`config.mk`:
```
export PLATFORM = sky130hd
export DESIGN_NAME = char_lcd_4bit_interface_top
export DESIGN_NICKNAME = d
export VERILOG_FILES = /design/src/rtl/clcd_pkg.sv /design/src/rtl/clcd_engine.sv /design/src/rtl/clcd_outq.sv /design/src/rtl/char_lcd_4bit_interface_top.sv
export SDC_FILE = /design/constraint.sdc
export NUM_CORES = 1
export LEC_CHECK = 0
export BUFFER_PORTS_ARGS = -buffer_cell sky130_fd_sc_hd__buf_2
export CAP_MARGIN = 20
export CORE_UTILIZATION = 52
export CTS_CLUSTER_DIAMETER = 80
export DETAILED_ROUTE_END_ITERATION = 10
export GPL_ROUTABILITY_DRIVEN = 0
export PLACE_DENSITY_LB_ADDON = 0.15
export REMOVE_ABC_BUFFERS = 1
export SETUP_SLACK_MARGIN = 0.05
export SYNTH_ARGS = -nofsm -noshare
export SYNTH_HDL_FRONTEND = slang
export SYNTH_SLANG_ARGS = --single-unit
```
`constraint.sdc`:
```
create_clock -name clk_i -period 3.6 [get_ports clk_i]
set_clock_uncertainty 0.2 [all_clocks]
set_input_delay 0.72 -clock clk_i [delete_from_list [all_inputs] [get_ports clk_i]]
set_output_delay 0.72 -clock clk_i [all_outputs]
set_load 0.05 [all_outputs]
```
`src/rtl/clcd_pkg.sv`:
```
`timescale 1ns / 1ps
// ----------------------------------------------------------------------------
// clcd_pkg
// Shared types, codes and constants of the 4-bit character LCD interface.
// ----------------------------------------------------------------------------
package clcd_pkg;

  localparam int unsigned SLOTS      = 6;   // most strobes one item can cause
  localparam int unsigned INIT_COUNT = 8;   // instructions in the init list
  localparam int unsigned SLOT_W     = $clog2(SLOTS);
  localparam int unsigned STEP_W     = $clog2(INIT_COUNT);

  localparam logic [15:0] INIT_POWERUP_US = 16'd40000;
  localparam logic [15:0] INIT_MID_US     = 16'd2000;
  localparam logic [15:0] INIT_SHORT_US   = 16'd30;

  typedef enum logic [2:0] {
    CMD_WR_INSTR  = 3'd0,
    CMD_WR_DATA   = 3'd1,
    CMD_BACKLIGHT = 3'd2,
    CMD_INIT      = 3'd3,
    CMD_STATUS    = 3'd4
  } cmd_e;

  typedef enum logic [1:0] {
    CFG_INSTR_SKIP = 2'd0,
    CFG_DATA_SKIP  = 2'd1,
    CFG_LINE_MODE  = 2'd2
  } cfg_idx_e;

  localparam logic [1:0] LM_TWO_LINES   = 2'd1;
  localparam logic [1:0] LM_THREE_LINES = 2'd2;

  // one enable strobe
  typedef struct packed {
    logic [15:0] wait_us;
    logic        sample_busy;
    logic        drive_data;
    logic [3:0]  nibble;
    logic        read_not_write;
    logic        reg_select;
  } strobe_t;

  // all results of one item
  typedef struct packed {
    logic [SLOT_W-1:0]       cnt;        // number of results, 1..SLOTS
    logic                    is_status;  // single status-only result
    logic                    rej;
    logic                    bl;
    strobe_t [SLOTS-1:0]     slots;
  } bundle_t;

  typedef struct packed {
    logic       present;
    logic [7:0] code;
  } init_ent_t;

  function automatic strobe_t poll_strobe(input logic first);
    strobe_t s;
    s = '0;
    s.read_not_write = 1'b1;
    s.sample_busy    = first;
    return s;
  endfunction

  function automatic strobe_t write_strobe(input logic rs, input logic [3:0] nib,
                                           input logic [15:0] wt);
    strobe_t s;
    s = '0;
    s.reg_select = rs;
    s.nibble     = nib;
    s.drive_data = 1'b1;
    s.wait_us    = wt;
    return s;
  endfunction

  function automatic init_ent_t init_entry(input logic [STEP_W-1:0] step,
                                           input logic [1:0] line_mode);
    init_ent_t e;
    e.present = 1'b1;
    e.code    = 8'h00;
    unique case (step)
      3'd0: e.code = 8'h29;
      3'd1: begin
        // bias instruction, left out for unknown modes
        if (line_mode == LM_TWO_LINES) e.code = 8'h1C;
        else if (line_mode == LM_THREE_LINES) e.code = 8'h1D;
        else e.present = 1'b0;
      end
      3'd2: e.code = 8'h50;
      3'd3: e.code = 8'h6C;
      3'd4: e.code = 8'h7C;
      3'd5: e.code = 8'h0C;
      3'd6: e.code = 8'h01;
      3'd7: e.code = 8'h06;
      default: e.present = 1'b0;
    endcase
    return e;
  endfunction

endpackage

```
`src/rtl/clcd_engine.sv`:
```
`timescale 1ns / 1ps
// ----------------------------------------------------------------------------
// clcd_engine
// Decodes one request, updates the transfer state and builds the list of
// strobes it causes.
// ----------------------------------------------------------------------------
module clcd_engine (
  input  logic                 clk_i,
  input  logic                 rst_ni,
  input  logic                 cfg_we_i,
  input  logic [1:0]           cfg_idx_i,
  input  logic [7:0]           cfg_wdata_i,
  input  logic                 fire_i,
  input  logic [2:0]           cmd_i,
  input  logic [7:0]           val_i,
  input  logic                 busy_i,
  output clcd_pkg::bundle_t    bundle_o
);
  import clcd_pkg::*;

  logic [7:0]        iskip_q, dskip_q;
  logic [1:0]        line_mode_q;

  logic              pend_q, pend_d;
  logic [7:0]        pend_byte_q, pend_byte_d;
  logic              pend_data_q, pend_data_d;
  logic [STEP_W-1:0] init_step_q, init_step_d;
  logic              init_act_q, init_act_d;
  logic              bl_q, bl_d;

  logic [STEP_W:0]     start;
  logic [INIT_COUNT-1:0] ok;
  logic [STEP_W-1:0]   found_step;
  logic                found;
  init_ent_t           found_ent;
  logic                reject;
  logic [7:0]          skip;
  bundle_t             bnd;

  // next init instruction at or after start that is neither absent nor skipped
  assign start = (cmd_i == CMD_INIT) ? '0 : ({1'b0, init_step_q} + 1'b1);

  always_comb begin
    init_ent_t e;
    for (int s = 0; s < INIT_COUNT; s++) begin
      e     = init_entry(STEP_W'(s), line_mode_q);
      ok[s] = e.present && (e.code != iskip_q) && ((STEP_W+1)'(s) >= start);
    end
  end

  always_comb begin
    found_step = '0;
    for (int s = INIT_COUNT - 1; s >= 0; s--) begin
      if (ok[s]) found_step = STEP_W'(s);
    end
  end

  assign found     = |ok;
  assign found_ent = init_entry(found_step, line_mode_q);
  assign reject    = (cmd_i > CMD_STATUS) || ((cmd_i != CMD_STATUS) && pend_q) ||
                     ((cmd_i == CMD_STATUS) && !pend_q);
  assign skip      = (cmd_i == CMD_WR_DATA) ? dskip_q : iskip_q;

  always_comb begin
    pend_d      = pend_q;
    pend_byte_d = pend_byte_q;
    pend_data_d = pend_data_q;
    init_step_d = init_step_q;
    init_act_d  = init_act_q;
    bl_d        = bl_q;
    bnd           = '0;
    bnd.cnt       = SLOT_W'(1);
    bnd.is_status = 1'b1;

    if (reject) begin
      bnd.rej = 1'b1;
    end else begin
      unique case (cmd_e'(cmd_i))
        CMD_WR_INSTR, CMD_WR_DATA: begin
          if (val_i != skip) begin
            pend_d        = 1'b1;
            pend_byte_d   = val_i;
            pend_data_d   = cmd_i[0];
            bnd.is_status = 1'b0;
            bnd.cnt       = SLOT_W'(2);
            bnd.slots[0]  = poll_strobe(1'b1);
            bnd.slots[1]  = poll_strobe(1'b0);
          end
        end
        CMD_BACKLIGHT: bl_d = |val_i;
        CMD_INIT: begin
          bnd.is_status = 1'b0;
          bnd.slots[0]  = write_strobe(1'b0, 4'h3, INIT_POWERUP_US);
          bnd.slots[1]  = write_strobe(1'b0, 4'h3, INIT_MID_US);
          bnd.slots[2]  = write_strobe(1'b0, 4'h3, INIT_SHORT_US);
          bnd.slots[3]  = write_strobe(1'b0, 4'h2, INIT_SHORT_US);
          if (found) begin
            init_act_d   = 1'b1;
            init_step_d  = found_step;
            pend_d       = 1'b1;
            pend_byte_d  = found_ent.code;
            pend_data_d  = 1'b0;
            bnd.cnt      = SLOT_W'(6);
            bnd.slots[4] = poll_strobe(1'b1);
            bnd.slots[5] = poll_strobe(1'b0);
          end else begin
            init_act_d  = 1'b0;
            init_step_d = '0;
            bnd.cnt     = SLOT_W'(4);
          end
        end
        CMD_STATUS: begin
          bnd.is_status = 1'b0;
          bnd.cnt       = SLOT_W'(2);
          if (busy_i) begin
            bnd.slots[0] = poll_strobe(1'b1);
            bnd.slots[1] = poll_strobe(1'b0);
          end else begin
            pend_d       = 1'b0;
            bnd.slots[0] = write_strobe(pend_data_q, pend_byte_q[7:4], 16'd0);
            bnd.slots[1] = write_strobe(pend_data_q, pend_byte_q[3:0], 16'd0);
            if (init_act_q) begin
              if (found) begin
                init_step_d  = found_step;
                pend_d       = 1'b1;
                pend_byte_d  = found_ent.code;
                pend_data_d  = 1'b0;
                bnd.cnt      = SLOT_W'(4);
                bnd.slots[2] = poll_strobe(1'b1);
                bnd.slots[3] = poll_strobe(1'b0);
              end else begin
                init_act_d  = 1'b0;
                init_step_d = '0;
              end
            end
          end
        end
        default: bnd.rej = 1'b1;
      endcase
    end
    bnd.bl = bl_d;
  end

  assign bundle_o = bnd;

  always_ff @(posedge clk_i or negedge rst_ni) begin
    if (!rst_ni) begin
      iskip_q     <= 8'hFF;
      dskip_q     <= 8'hFF;
      line_mode_q <= LM_TWO_LINES;
    end else if (cfg_we_i) begin
      unique case (cfg_idx_e'(cfg_idx_i))
        CFG_INSTR_SKIP: iskip_q     <= cfg_wdata_i;
        CFG_DATA_SKIP:  dskip_q     <= cfg_wdata_i;
        CFG_LINE_MODE:  line_mode_q <= cfg_wdata_i[1:0];
        default: ;
      endcase
    end
  end

  always_ff @(posedge clk_i or negedge rst_ni) begin
    if (!rst_ni) begin
      pend_q      <= 1'b0;
      pend_byte_q <= 8'h00;
      pend_data_q <= 1'b0;
      init_step_q <= '0;
      init_act_q  <= 1'b0;
      bl_q        <= 1'b0;
    end else if (fire_i) begin
      pend_q      <= pend_d;
      pend_byte_q <= pend_byte_d;
      pend_data_q <= pend_data_d;
      init_step_q <= init_step_d;
      init_act_q  <= init_act_d;
      bl_q        <= bl_d;
    end
  end

endmodule

```
`src/rtl/clcd_outq.sv`:
```
`timescale 1ns / 1ps
// ----------------------------------------------------------------------------
// clcd_outq
// Two-entry queue of result lists; sends the strobes of the head list one
// per cycle on the result stream while the receiver is ready.
// ----------------------------------------------------------------------------
module clcd_outq (
  input  logic              clk_i,
  input  logic              rst_ni,
  input  logic              push_i,
  output logic              push_rdy_o,
  input  clcd_pkg::bundle_t bundle_i,
  output logic              m_axis_tvalid,
  input  logic              m_axis_tready,
  output logic [31:0]       m_axis_tdata,   // reg_select, read_not_write, nibble,
                                            // drive_data, sample_busy, wait_us,
                                            // backlight_on, zero fill
  output logic [1:0]        m_axis_tuser,   // strobe_valid, rejected
  output logic              m_axis_tlast
);
  import clcd_pkg::*;

  bundle_t           bnd_q [2];
  logic              wr_ptr_q, rd_ptr_q;
  logic [1:0]        cnt_q, cnt_d;
  logic [SLOT_W-1:0] idx_q;
  bundle_t           head;
  strobe_t           slot;
  logic              last, beat, pop, push;

  assign head  = bnd_q[rd_ptr_q];
  assign slot  = head.slots[idx_q];
  assign last  = (idx_q == head.cnt - 1'b1);
  assign beat  = m_axis_tvalid && m_axis_tready;
  assign pop   = beat && last;

  assign push_rdy_o = (cnt_q != 2'd2) || pop;
  assign push       = push_i && push_rdy_o;

  assign m_axis_tvalid = (cnt_q != 2'd0);
  assign m_axis_tdata  = {7'd0, head.bl, slot.wait_us, slot.sample_busy, slot.drive_data,
                          slot.nibble, slot.read_not_write, slot.reg_select};
  assign m_axis_tuser  = {head.rej, !head.is_status};
  assign m_axis_tlast  = last;

  always_comb begin
    cnt_d = cnt_q;
    if (push && !pop) cnt_d = cnt_q + 2'd1;
    else if (!push && pop) cnt_d = cnt_q - 2'd1;
  end

  always_ff @(posedge clk_i) begin
    if (push) bnd_q[wr_ptr_q] <= bundle_i;
  end

  always_ff @(posedge clk_i or negedge rst_ni) begin
    if (!rst_ni) begin
      wr_ptr_q <= 1'b0;
      rd_ptr_q <= 1'b0;
      cnt_q    <= 2'd0;
      idx_q    <= '0;
    end else begin
      cnt_q <= cnt_d;
      if (push) wr_ptr_q <= !wr_ptr_q;
      if (pop) begin
        rd_ptr_q <= !rd_ptr_q;
        idx_q    <= '0;
      end else if (beat) begin
        idx_q <= idx_q + 1'b1;
      end
    end
  end

endmodule

```
`src/rtl/char_lcd_4bit_interface_top.sv`:
```
`timescale 1ns / 1ps
// ----------------------------------------------------------------------------
// char_lcd_4bit_interface_top
// Character LCD controller front end, 4-bit bus mode.
// ----------------------------------------------------------------------------
// Request stream (s_axis): cmd in tuser, value and busy_sample in tdata.
// Write requests poll busy with two read strobes; the host answers with a
// status item carrying the sampled busy bit, then the byte goes out as two
// nibble strobes. Init sends four raw nibbles and the fixed instruction list.
// Result stream (m_axis): one item per strobe or one status-only item;
// tlast closes the run of results caused by one request.
// Config: cfg_we_i writes cfg_wdata_i into register cfg_idx_i.
// A request passes the input register, then the result-list queue, before its
// first result is offered.
// One request is accepted per cycle while the two-entry list queue has room;
// a request causing n results holds the result port until all n are taken, so
// the sustained rate follows the results.
// Reset: registers go to their defaults, no transfer pending, backlight off.
// A stalled receiver fills the queue and then deasserts s_axis_tready.
// ----------------------------------------------------------------------------
module char_lcd_4bit_interface_top (
  input  logic        clk_i,
  input  logic        rst_ni,
  input  logic        cfg_we_i,
  input  logic [1:0]  cfg_idx_i,
  input  logic [7:0]  cfg_wdata_i,
  input  logic        s_axis_tvalid,
  output logic        s_axis_tready,
  input  logic [15:0] s_axis_tdata,   // value, busy_sample, zero fill
  input  logic [2:0]  s_axis_tuser,   // cmd
  output logic        m_axis_tvalid,
  input  logic        m_axis_tready,
  output logic [31:0] m_axis_tdata,   // reg_select, read_not_write, nibble, drive_data,
                                      // sample_busy, wait_us, backlight_on, zero fill
  output logic [1:0]  m_axis_tuser,   // strobe_valid, rejected
  output logic        m_axis_tlast
);
  import clcd_pkg::*;

  logic       in_vld_q;
  logic [2:0] in_cmd_q;
  logic [7:0] in_val_q;
  logic       in_busy_q;
  logic       push_rdy, fire;
  bundle_t    bnd;

  assign fire          = in_vld_q && push_rdy;
  assign s_axis_tready = !in_vld_q || push_rdy;

  always_ff @(posedge clk_i or negedge rst_ni) begin
    if (!rst_ni) begin
      in_vld_q <= 1'b0;
    end else if (s_axis_tready) begin
      in_vld_q <= s_axis_tvalid;
    end
  end

  always_ff @(posedge clk_i) begin
    if (s_axis_tvalid && s_axis_tready) begin
      in_cmd_q  <= s_axis_tuser;
      in_val_q  <= s_axis_tdata[7:0];
      in_busy_q <= s_axis_tdata[8];
    end
  end

  clcd_engine u_engine (
    .clk_i       (clk_i),
    .rst_ni      (rst_ni),
    .cfg_we_i    (cfg_we_i),
    .cfg_idx_i   (cfg_idx_i),
    .cfg_wdata_i (cfg_wdata_i),
    .fire_i      (fire),
    .cmd_i       (in_cmd_q),
    .val_i       (in_val_q),
    .busy_i      (in_busy_q),
    .bundle_o    (bnd)
  );

  clcd_outq u_outq (
    .clk_i         (clk_i),
    .rst_ni        (rst_ni),
    .push_i        (in_vld_q),
    .push_rdy_o    (push_rdy),
    .bundle_i      (bnd),
    .m_axis_tvalid (m_axis_tvalid),
    .m_axis_tready (m_axis_tready),
    .m_axis_tdata  (m_axis_tdata),
    .m_axis_tuser  (m_axis_tuser),
    .m_axis_tlast  (m_axis_tlast)
  );

endmodule

```
==> flow_summary.json, run 1 <==
{
  "run_status": "finished with violations",
  "violations": "design-rule violations",
  "die_y_um": 98.5,
  "cts_buffers": 9,
  "grt_pass1_wl_mm": 15.8,
  "ys_seq_elements": 91,
  "synth_area_per_cell_um2": 11.9,
  "dpl_worst_slack_ns": 0.285,
  "grt_max_degree": 42,
  "htree_levels": 3,
  "crit_fanout": 10,
  "end_kind": "output port",
  "synth_edf_count": 50,
  "netlist_area_um2": 4850,
  "leakagePower_nw": 2.23,
  "final.period_utilization_pct": 95.6,
  "yosys.area.top_type_share_pct": 31.0,
  "die_x_um": 98.5,
  "cts_buffer_depth": 2,
  "diodes": 0,
  "dieArea_um2": 9710,
  "max_freq_mhz": 290,
  "power_density_nw_per_um2": 902,
  "min-delay-path-class": "in -> async",
  "power.switching_mw": 2.14,
  "drtPass1Iterations": 9,
  "wire_per_inst_um": 16.6,
  "synthCells": 406,
  "fp-row-count": 34,
  "cts_root_buf": "clkbuf_8",
  "fin_area_um2": 5330,
  "wl_mm": 9.42,
  "swShare_pct": 44.5,
  "cp_data_arrival_time_ns": 2.52,
  "p_seq_share_pct": 37.7,
  "timing.slew.headroom_pct": 39.0,
  "final_max_slew_viol_count": 0,
  "cts_tree": "done",
  "setup-violations-final": 0,
  "first_global_vias": 3239,
  "required_ns": 2.68,
  "holdBufCountCts": 0,
  "power_frac_comb_pct": 49.1,
  "synth_top_flop_cell": "edfxtp_1",
  "rsz0062_at_grt": "false",
  "start_util_pct": 54.5,
  "vias": 3248,
  "yosysSeqAreaShare_pct": 52.6,
  "ys.warnings.count": 0,
  "syn2layout_area_growth_pct": 9.89,
  "post_drt_via_cell_ratio": 5.73,
  "place_area_um2": 5110,
  "synth.largest_area_cell": "edfxtp_1",
  "tightest_slew_ns": 0.915,
  "maxCapViolCount": 0,
  "io_buffers": 52,
  "ys_top_cells_by_area": "edfxtp_1, dfrtp_1, dfstp_2",
  "final_layout_size_suffix_gt1_share_pct": 32.9,
  "netlist_top_cells_count": "edfxtp_1, mux2_2, nor2_1",
  "track_usage_pct": 21.0,
  "synthArstFlopShare_pct": 45.1,
  "dp_hpwl_mm": 6.99,
  "fin_crit_ns": 3.44,
  "final_nets": 493,
  "worstSkewPairLatency_ns": 0.36,
  "crit_type": "reg -> out",
  "ir_worst_vdd_mv": 0.448,
  "r2r_slack_ns": 0.26,
  "drt_drc_violations_left": 7,
  "clock_power_share_pct": 13.2,
  "critPathLaunchType": "flip-flop",
  "hold_viol": 0,
  "drt-initial-drc-count": 146,
  "p_int_mw": 2.67,
  "layout_setup_ws_ns": 0.157,
  "antenna_found_initial": 0,
  "synth.most_common_cell": "edfxtp_1",
  "core_um2": 8890,
  "cts.sinks": 91,
  "fillers": 731,
  "final_antenna_net_count": 0,
  "synth_cell_types": 69,
  "ioPinCount": 71,
  "clk_pin_slew_ns": 0.10,
  "grt_overflow": 0
}
-- sequential cells by signal, indices dropped and copies added, names as in the netlist --
| name | count |
|---|---|
| u_engine.pend_q | 1 |
| u_outq.rd_ptr_q | 1 |
| u_engine.pend_byte_q | 8 |
| u_outq.bnd_q | 38 |
| u_engine.iskip_q | 8 |
| in_val_q | 8 |
| in_cmd_q | 3 |
| in_vld_q | 1 |
| u_engine.bl_q | 1 |
| u_outq.idx_q | 3 |
| u_engine.dskip_q | 8 |
| u_engine.line_mode_q | 2 |
| u_outq.wr_ptr_q | 1 |
| u_engine.init_act_q | 1 |
| u_engine.pend_data_q | 1 |
| u_engine.init_step_q | 3 |
| u_outq.cnt_q | 2 |
| in_busy_q | 1 |
-- layout make-up --
class / count / area (um^2) / share of cell area (%)
flip-flops and latches: 91 / 2550 / 47.9
clock inverters: 6 / 48.8 / 0.916
repair buffers: 59 / 323 / 6.06
multi-input cells: 276 / 2080 / 39.0
clock buffers: 10 / 128 / 2.40
inverters: 17 / 63.8 / 1.20
well taps: 108 / 135 / 2.54
-- cell families after synthesis --
group / share of synthesized area, %
DFF: 52.6
buffers and inverters: 5.65
xor gates and xnor gates: 3.07
other: 0.0774
muxes: 12.9
AOI/OAI and AO/OA: 10.2
adders and majority gates: 1.29
and+or+nand+nor: 14.2
-- power by group through the flow --
stage	combinational, mW	clock (mW)	sequential, mW
detailed placement	2.30	0	1.82
global route	2.56	0.691	1.86
CTS	2.31	0.647	1.80
global placement	2.25	0	1.80
floorplan	1.80	0	1.76
finish	2.36	0.634	1.81
-- final timing paths --
path / cells past startpoint / startpoint / end
worst max-delay path: 10 / u_outq.rd_ptr_q / s_axis_tready
worst min-delay path: 1 / rst_ni / u_engine.line_mode_q[1]
worst max register to register: 7 / in_cmd_q[1] / u_engine.pend_byte_q[1]
worst min register to register: 1 / u_outq.wr_ptr_q / u_outq.wr_ptr_q
max in group asynchronous: 1 / rst_ni / u_outq.rd_ptr_q
min in group clk_i: 1 / u_outq.wr_ptr_q / u_outq.wr_ptr_q
-- cells in the final DEF, fill, tap and decap left out, types with 4 or more instances in the layout --
| master | instances |
|---|---|
| and3_1 | 8 |
| buf_4 | 7 |
| or2_2 | 7 |
| clkbuf_8 | 9 |
| nand2_1 | 21 |
| mux4_2 | 5 |
| and2_1 | 10 |
| mux2i_1 | 12 |
| mux2_2 | 34 |
| nand3_1 | 5 |
| o21ai_0 | 14 |
| a221oi_1 | 5 |
| buf_2 | 51 |
| a21oi_1 | 9 |
| inv_1 | 16 |
| xnor2_1 | 10 |
| a21o_1 | 5 |
| ha_1 | 5 |
| nand2b_1 | 4 |
| xor2_1 | 6 |
| dfstp_2 | 17 |
| nor2_1 | 32 |
| conb_1 | 11 |
| edfxtp_1 | 50 |
| dfrtp_1 | 23 |
| a211oi_1 | 4 |
| nor3_1 | 7 |
-- critical path, stage by stage (launching register included) --
cell and delay, ns:
dfrtp_2 0.45, buf_8 0.16, mux2i_1 0.12, ha_1 0.19, xnor2_1 0.20, xnor2_1 0.19, and3_4 0.26, nand2_1 0.10
and4b_1 0.24, inv_1 0.06, buf_4 0.18
-- per-stage QoR --
stage          cells  total power [mW]  util (%)  hold slack [ns]  setup TNS, ns
3_3_place_gp     550              4.05      57.5            0.279              0
4_1_cts          566              4.76      59.6            0.300              0
6_report         567              4.80      59.9            0.287              0
3_5_place_dp     550              4.12      57.5            0.281              0
2_1_floorplan    384              3.56         -            0.224         -38.31
5_1_grt          567              5.10      59.9            0.303              0
-- metal layers --
layer  up-vias  track usage (%)  wire length, um
met5         -                0                0
met4         0             7.81              175
met3        22             3.40              304
met2        90             36.5             4760
met1      1563             26.6             4180
li1       1573                -                -
-- what timing repair did --
item / 4_1_cts / 5_1_grt
buffers inserted: 0 / 1
endpoints found under the setup margin: 1 / 1
resized for setup: 2 / 6
pin swaps: 0 / 1
Note: power is estimated with default switching activity, not from simulation.
==> inputs of run 2 (changes only) <==
--- a/config.mk
+++ b/config.mk
@@ -5,7 +5,7 @@
 export SDC_FILE = /design/constraint.sdc
 export NUM_CORES = 1
 export LEC_CHECK = 0
-export BUFFER_PORTS_ARGS = -buffer_cell sky130_fd_sc_hd__buf_2
+export BUFFER_PORTS_ARGS = -buffer_cell sky130_fd_sc_hd__buf_4
 export CAP_MARGIN = 20
 export CORE_UTILIZATION = 52
 export CTS_CLUSTER_DIAMETER = 80
==> run 2 against run 1 <==
Utilization is 1.3 points higher. The flow still finishes with violations (design-rule violations). Register-to-register slack about the same. Largest power group unchanged. Cell area up 2.1%. Critical path type unchanged. Setup slack better by 0.044 ns. Routed wire length about the same.
==> flow_summary.json, run 2 (synthesis results as in run 1) <==
{
  "largest_reg_flops": 38,
  "syn2layout_area_growth_pct": 12.2,
  "place_area_um2": 5240,
  "regToRegStartpoint": "in_cmd_q[1]",
  "end_kind": "output port",
  "clk_pin_slew_ns": 0.10,
  "final_common_cell": "buf_4",
  "wire_per_inst_um": 16.7,
  "crit_fanout": 5,
  "fillers": 740,
  "max_freq_mhz": 294,
  "regMostFlops": "u_outq.bnd_q",
  "critPathMaxStageDelay_ns": 0.48,
  "power_density_nw_per_um2": 897,
  "power_frac_comb_pct": 50.0,
  "holdWs_ns": 0.140,
  "die_x_um": 98.5,
  "final_nets": 492,
  "drt-initial-drc-count": 138,
  "min-delay-path-class": "in -> async",
  "ioPinCount": 71,
  "cts_root_buf": "clkbuf_8",
  "critPathLaunchType": "flip-flop",
  "cpMostUsedCell": "xnor2_1",
  "drt_drc_violations_left": 6,
  "grt_overflow": 0,
  "cts_buffers": 9,
  "first_global_vias": 3179,
  "cts_buffer_depth": 2,
  "core_um2": 8890,
  "final_layout_size_suffix_gt1_share_pct": 32.5,
  "power.switching_mw": 2.13,
  "violations": "design-rule violations",
  "final_max_slew_viol_count": 0,
  "crit_type": "reg -> out",
  "dp_hpwl_mm": 7.00,
  "diodes": 0,
  "io_buffers": 52,
  "grt_max_degree": 42,
  "fin_total_pwr_mw": 4.88,
  "worstSkewPairLatency_ns": 0.36,
  "post_drt_via_cell_ratio": 5.80,
  "final_antenna_net_count": 0,
  "cts.sinks": 91,
  "required_ns": 2.68,
  "crit_family": "simple AND/OR/NAND/NOR gates",
  "final.period_utilization_pct": 94.4,
  "die_y_um": 98.5,
  "vias": 3280,
  "hold_viol": 0,
  "r2r_slack_ns": 0.26,
  "swShare_pct": 43.7,
  "setup-violations-final": 0,
  "clock_power_share_pct": 12.8,
  "fin_util_pct": 61.2,
  "p_seq_share_pct": 37.2,
  "path_depth": 9,
  "cts_tree": "done",
  "drtPass1Iterations": 11,
  "grt_pass1_wl_mm": 15.4,
  "run_status": "finished with violations",
  "wl_mm": 9.43,
  "holdBufCountCts": 0,
  "timing.slew.headroom_pct": 60.8,
  "rsz0062_at_grt": "false",
  "p_int_mw": 2.75,
  "ir_worst_vdd_mv": 0.538,
  "fin_area_um2": 5440,
  "crit_slowest_cell": "dfrtp_2",
  "reg2reg_to": "u_engine.pend_byte_q[5]",
  "cp_data_arrival_time_ns": 2.48,
  "tightest_slew_ns": 0.580,
  "cp_num_buf_inv": 2,
  "antenna_found_initial": 0,
  "reg2reg_depth": 7,
  "maxCapViolCount": 0,
  "leakagePower_nw": 2.24,
  "htree_levels": 3,
  "fp-row-count": 34,
  "fin_crit_ns": 3.40,
  "start_util_pct": 54.5,
  "dieArea_um2": 9710,
  "layout_common_cells": "buf_4, edfxtp_1, mux2_2",
  "track_usage_pct": 20.6,
  "path_cells": "mux2i_4 -> ha_1 -> xnor2_1 -> xnor2_1 -> and3_4 -> nand2_1 -> and4b_1 -> inv_1 -> buf_4"
}
run 2: final cells by class:
type	instances	area, um^2	share of cell area, %
clock buffer	9	124	2.28
clock inverter	7	52.6	0.966
inverter	17	63.8	1.17
multi-input combinational	276	2080	38.2
sequential	91	2550	46.9
tap	108	135	2.48
timing repair buffer	58	435	8.01
run 2: repair_timing:
action	in CTS	in global routing
setup endpoints to repair	1	1
gates cloned	0	0
pin swaps	0	1
buffers inserted	0	1
gates resized for setup	2	3
run 2: worst register-to-register path: cells and delay by family (launching register included):
kind / cells / cell delay (ns)
DFF: 1 / 0.53
muxes: 2 / 0.79
AOI/OAI and AO/OA: 4 / 1.20
and+or+nand+nor: 1 / 0.51
run 2: per-layer routing:
layer,global-route usage [%],vias to the layer above,share of wire [%]
met5,0,-,0
met4,8.73,0,2.2
met3,3.62,17,4.4
met2,36.2,106,50
met1,25.0,1587,43
li1,-,1570,-
run 2: metrics by stage:
stage                     setup TNS [ns]  std cells  setup slack (ns)
after global placement                 0        549             0.341
after floorplan                   -38.31        384             -1.56
after detailed placement               0        549             0.256
final                                  0        566             0.201
after CTS                              0        565             0.113
after global routing                   0        566            0.0432
run 2: worst max-delay path by stage:
stage	from	to	slack (ns)
floorplan	u_outq.rd_ptr_q	m_axis_tdata[15]	-1.56
CTS	u_outq.rd_ptr_q	s_axis_tready	0.11
detailed placement	in_cmd_q[1]	u_engine.pend_byte_q[3]	0.26
global route	u_outq.rd_ptr_q	s_axis_tready	0.04
global placement	in_cmd_q[1]	u_engine.pend_byte_q[5]	0.34
finish	u_outq.rd_ptr_q	s_axis_tready	0.20
run 2: power by group through the flow:
stage | Sequential [mW] | Clock, mW | Combinational (mW)
floorplan | 1.76 | 0 | 1.80
global placement | 1.81 | 0 | 2.35
detailed placement | 1.83 | 0 | 2.39
CTS | 1.81 | 0.636 | 2.40
global route | 1.87 | 0.691 | 2.62
finish | 1.81 | 0.623 | 2.44
==> inputs of run 3 (changes only) <==
--- a/config.mk
+++ b/config.mk
@@ -7,7 +7,7 @@
 export LEC_CHECK = 0
 export BUFFER_PORTS_ARGS = -buffer_cell sky130_fd_sc_hd__buf_4
 export CAP_MARGIN = 20
-export CORE_UTILIZATION = 52
+export CORE_UTILIZATION = 53
 export CTS_CLUSTER_DIAMETER = 80
 export DETAILED_ROUTE_END_ITERATION = 10
 export GPL_ROUTABILITY_DRIVEN = 0
@@ -16,4 +16,5 @@
 export SETUP_SLACK_MARGIN = 0.05
 export SYNTH_ARGS = -nofsm -noshare
 export SYNTH_HDL_FRONTEND = slang
+export SYNTH_HIERARCHICAL = 1
 export SYNTH_SLANG_ARGS = --single-unit
==> run 3 against run 2 <==
The run now ends clean. Cell count grew 150%. Combinational power grew to 2.7 times the previous value. Clock power grew to 6.1 times the previous value. Global-route usage shrank 3.0 points. Non-clock buffer count grew 20. Highest routed layer unchanged.
==> flow_summary.json, run 3 <==
{
  "crit_fanout": 5,
  "netlist_top_cells_count": "edfxtp_1, buf_4, mux4_2",
  "min-delay-path-class": "in -> async",
  "final_antenna_net_count": 0,
  "die_x_um": 173,
  "track_usage_pct": 17.5,
  "ys_seq_elements": 353,
  "clk_pin_slew_ns": 0.06,
  "holdWs_ns": 0.00677,
  "final_layout_size_suffix_gt1_share_pct": 26.7,
  "synth_area_per_cell_um2": 16.6,
  "grt_pass1_wl_mm": 41.0,
  "ir_worst_vdd_mv": 0.567,
  "syn2layout_area_growth_pct": 10.7,
  "ys.warnings.count": 6,
  "cts_buffers": 38,
  "power_density_nw_per_um2": 1000,
  "grt_max_degree": 93,
  "crit_type": "reg -> out",
  "yosysSeqAreaShare_pct": 66.9,
  "r2r_slack_ns": 0.41,
  "io_buffers": 56,
  "cts_tree": "done",
  "ioPinCount": 71,
  "final.period_utilization_pct": 95.8,
  "first_global_vias": 7857,
  "antenna_found_initial": 0,
  "setup-violations-final": 0,
  "end_kind": "output port",
  "synthCells": 938,
  "synth.most_common_cell": "edfxtp_1",
  "final_max_slew_viol_count": 0,
  "dieArea_um2": 30100,
  "final.setup.tns_ns": 0,
  "diodes": 0,
  "drt-initial-drc-count": 486,
  "ys_top_cells_by_area": "edfxtp_1, mux4_2, buf_4",
  "layout_setup_ws_ns": 0.152,
  "timing.slew.headroom_pct": 57.9,
  "vias": 7441,
  "cts.sinks": 353,
  "largest_reg_flops": 300,
  "synth_top_flop_cell": "edfxtp_1",
  "synthArstFlopShare_pct": 11.6,
  "rsz0062_at_grt": "true",
  "yosys.area.top_type_share_pct": 60.1,
  "htree_levels": 2,
  "worstSkewPairLatency_ns": 0.51,
  "tightest_slew_ns": 0.628,
  "leakagePower_nw": 6.21,
  "post_drt_via_cell_ratio": 5.33,
  "core_um2": 28800,
  "die_y_um": 173,
  "fp-row-count": 62,
  "drtPass1Iterations": 5,
  "regMostFlops": "u_outq/bnd_q",
  "run_status": "finished clean",
  "cp_data_arrival_time_ns": 2.53,
  "critPathLaunchType": "flip-flop",
  "synth.largest_area_cell": "edfxtp_1",
  "synth_edf_count": 312,
  "fin_crit_ns": 3.45,
  "final_nets": 1024,
  "required_ns": 2.68,
  "start_util_pct": 54.1,
  "netlist_area_um2": 15600,
  "wire_per_inst_um": 18.3,
  "synth_cell_types": 69,
  "fillers": 2198,
  "max_freq_mhz": 290,
  "grt_overflow": 0,
  "final_common_cell": "edfxtp_1",
  "layout_common_cells": "edfxtp_1, conb_1, mux4_2",
  "dpl_worst_slack_ns": 0.415,
  "wl_mm": 25.6,
  "cts_root_buf": "clkbuf_16",
  "drt_drc_violations_left": 0,
  "hold_viol": 0,
  "dp_hpwl_mm": 14.8,
  "maxCapViolCount": 0,
  "cts_buffer_depth": 3
}
==> run 3: changes by cell type after synthesis, sizes merged, moves of 6 or more <==
cell    change
edfxtp    +262
buf       +133
mux4       +67
o22ai      +26
inv        +23
mux2i      +21
mux2       -14
clkbuf     +10
nand2      +10
and3        -6
==> run 3: worst max-delay path, cell delays in order (launching register included) <==
cell	delay, ns
dfrtp_4	0.54
mux2i_2	0.22
ha_2	0.25
xor2_4	0.19
xnor2_2	0.12
nor3_2	0.21
a21o_1	0.17
nand2b_4	0.15
buf_6	0.16
==> run 3: final timing paths <==
path | startpoint | depth (start not counted) | to
max in group asynchronous | rst_ni | 1 | u_outq/rd_ptr_q
worst max-delay path | u_outq/rd_ptr_q | 8 | s_axis_tready
worst max register to register | u_outq/rd_ptr_q | 12 | u_engine/pend_byte_q[3]
min in group clk_i | s_axis_tdata[6] | 1 | in_val_q[6]
worst min-delay path | rst_ni | 1 | u_engine/line_mode_q[1]
worst min register to register | u_engine/pend_byte_q[3] | 2 | u_engine/pend_byte_q[3]
==> run 3: cell type report <==
cell class / instances / area (um^2) / area share, %
Clock buffer: 49 / 1040 / 6.05
Clock inverter: 19 / 196 / 1.14
Inverter: 39 / 146 / 0.849
Multi-Input combinational cell: 475 / 4240 / 24.6
Sequential cell: 353 / 10400 / 60.4
Tap cell: 384 / 480 / 2.79
Timing Repair Buffer: 78 / 713 / 4.13
==> run 3: per-stage QoR <==
stage	total power, mW	utilization [%]	cells	cell area (um^2)
after floorplan	10.7	-	867	14700
after global placement	13.4	55.3	1327	15900
after detailed placement	13.5	55.3	1327	15900
after CTS	17.4	59.8	1396	17200
after global routing	18.2	59.9	1397	17200
final	17.3	59.9	1397	17200
==> run 3: timing repair <==
| item | in CTS | in global routing |
|---|---|---|
| cloned | 1 | 0 |
| pin swaps | 0 | 1 |
| endpoints found under the setup margin | 3 | 6 |
| hold buffers | 0 | 0 |
| setup buffers | 0 | 1 |
| resized for setup | 3 | 6 |
==> run 3: routing by layer <==
layer,routed length [um],up-vias,share of wire [%],track usage (%)
met4,586,0,2.3,5.68
met2,13000,161,51,30.0
met1,11000,3763,43,22.8
li1,-,3472,-,-
met5,0,-,0,0
met3,1030,45,4.0,3.11
==> run 3: logic make-up after synthesis <==
logic type	Yosys count	share of synthesized area, %
muxes	126	14.1
AOI/OAI and AO/OA	100	4.49
xor gates and xnor gates	18	1.01
other	2	0.0482
DFF	353	66.9
buffers and inverters	214	8.76
adders and majority gates	5	0.402
and+or+nand+nor	120	4.30
==> run 3: power by group <==
part / internal [mW] / total, mW / switching (mW)
combinational: 2.64 / 6.67 / 4.03
clock: 2.33 / 3.83 / 1.50
sequential: 6.23 / 6.79 / 0.560
total: 11.2 / 17.3 / 6.08
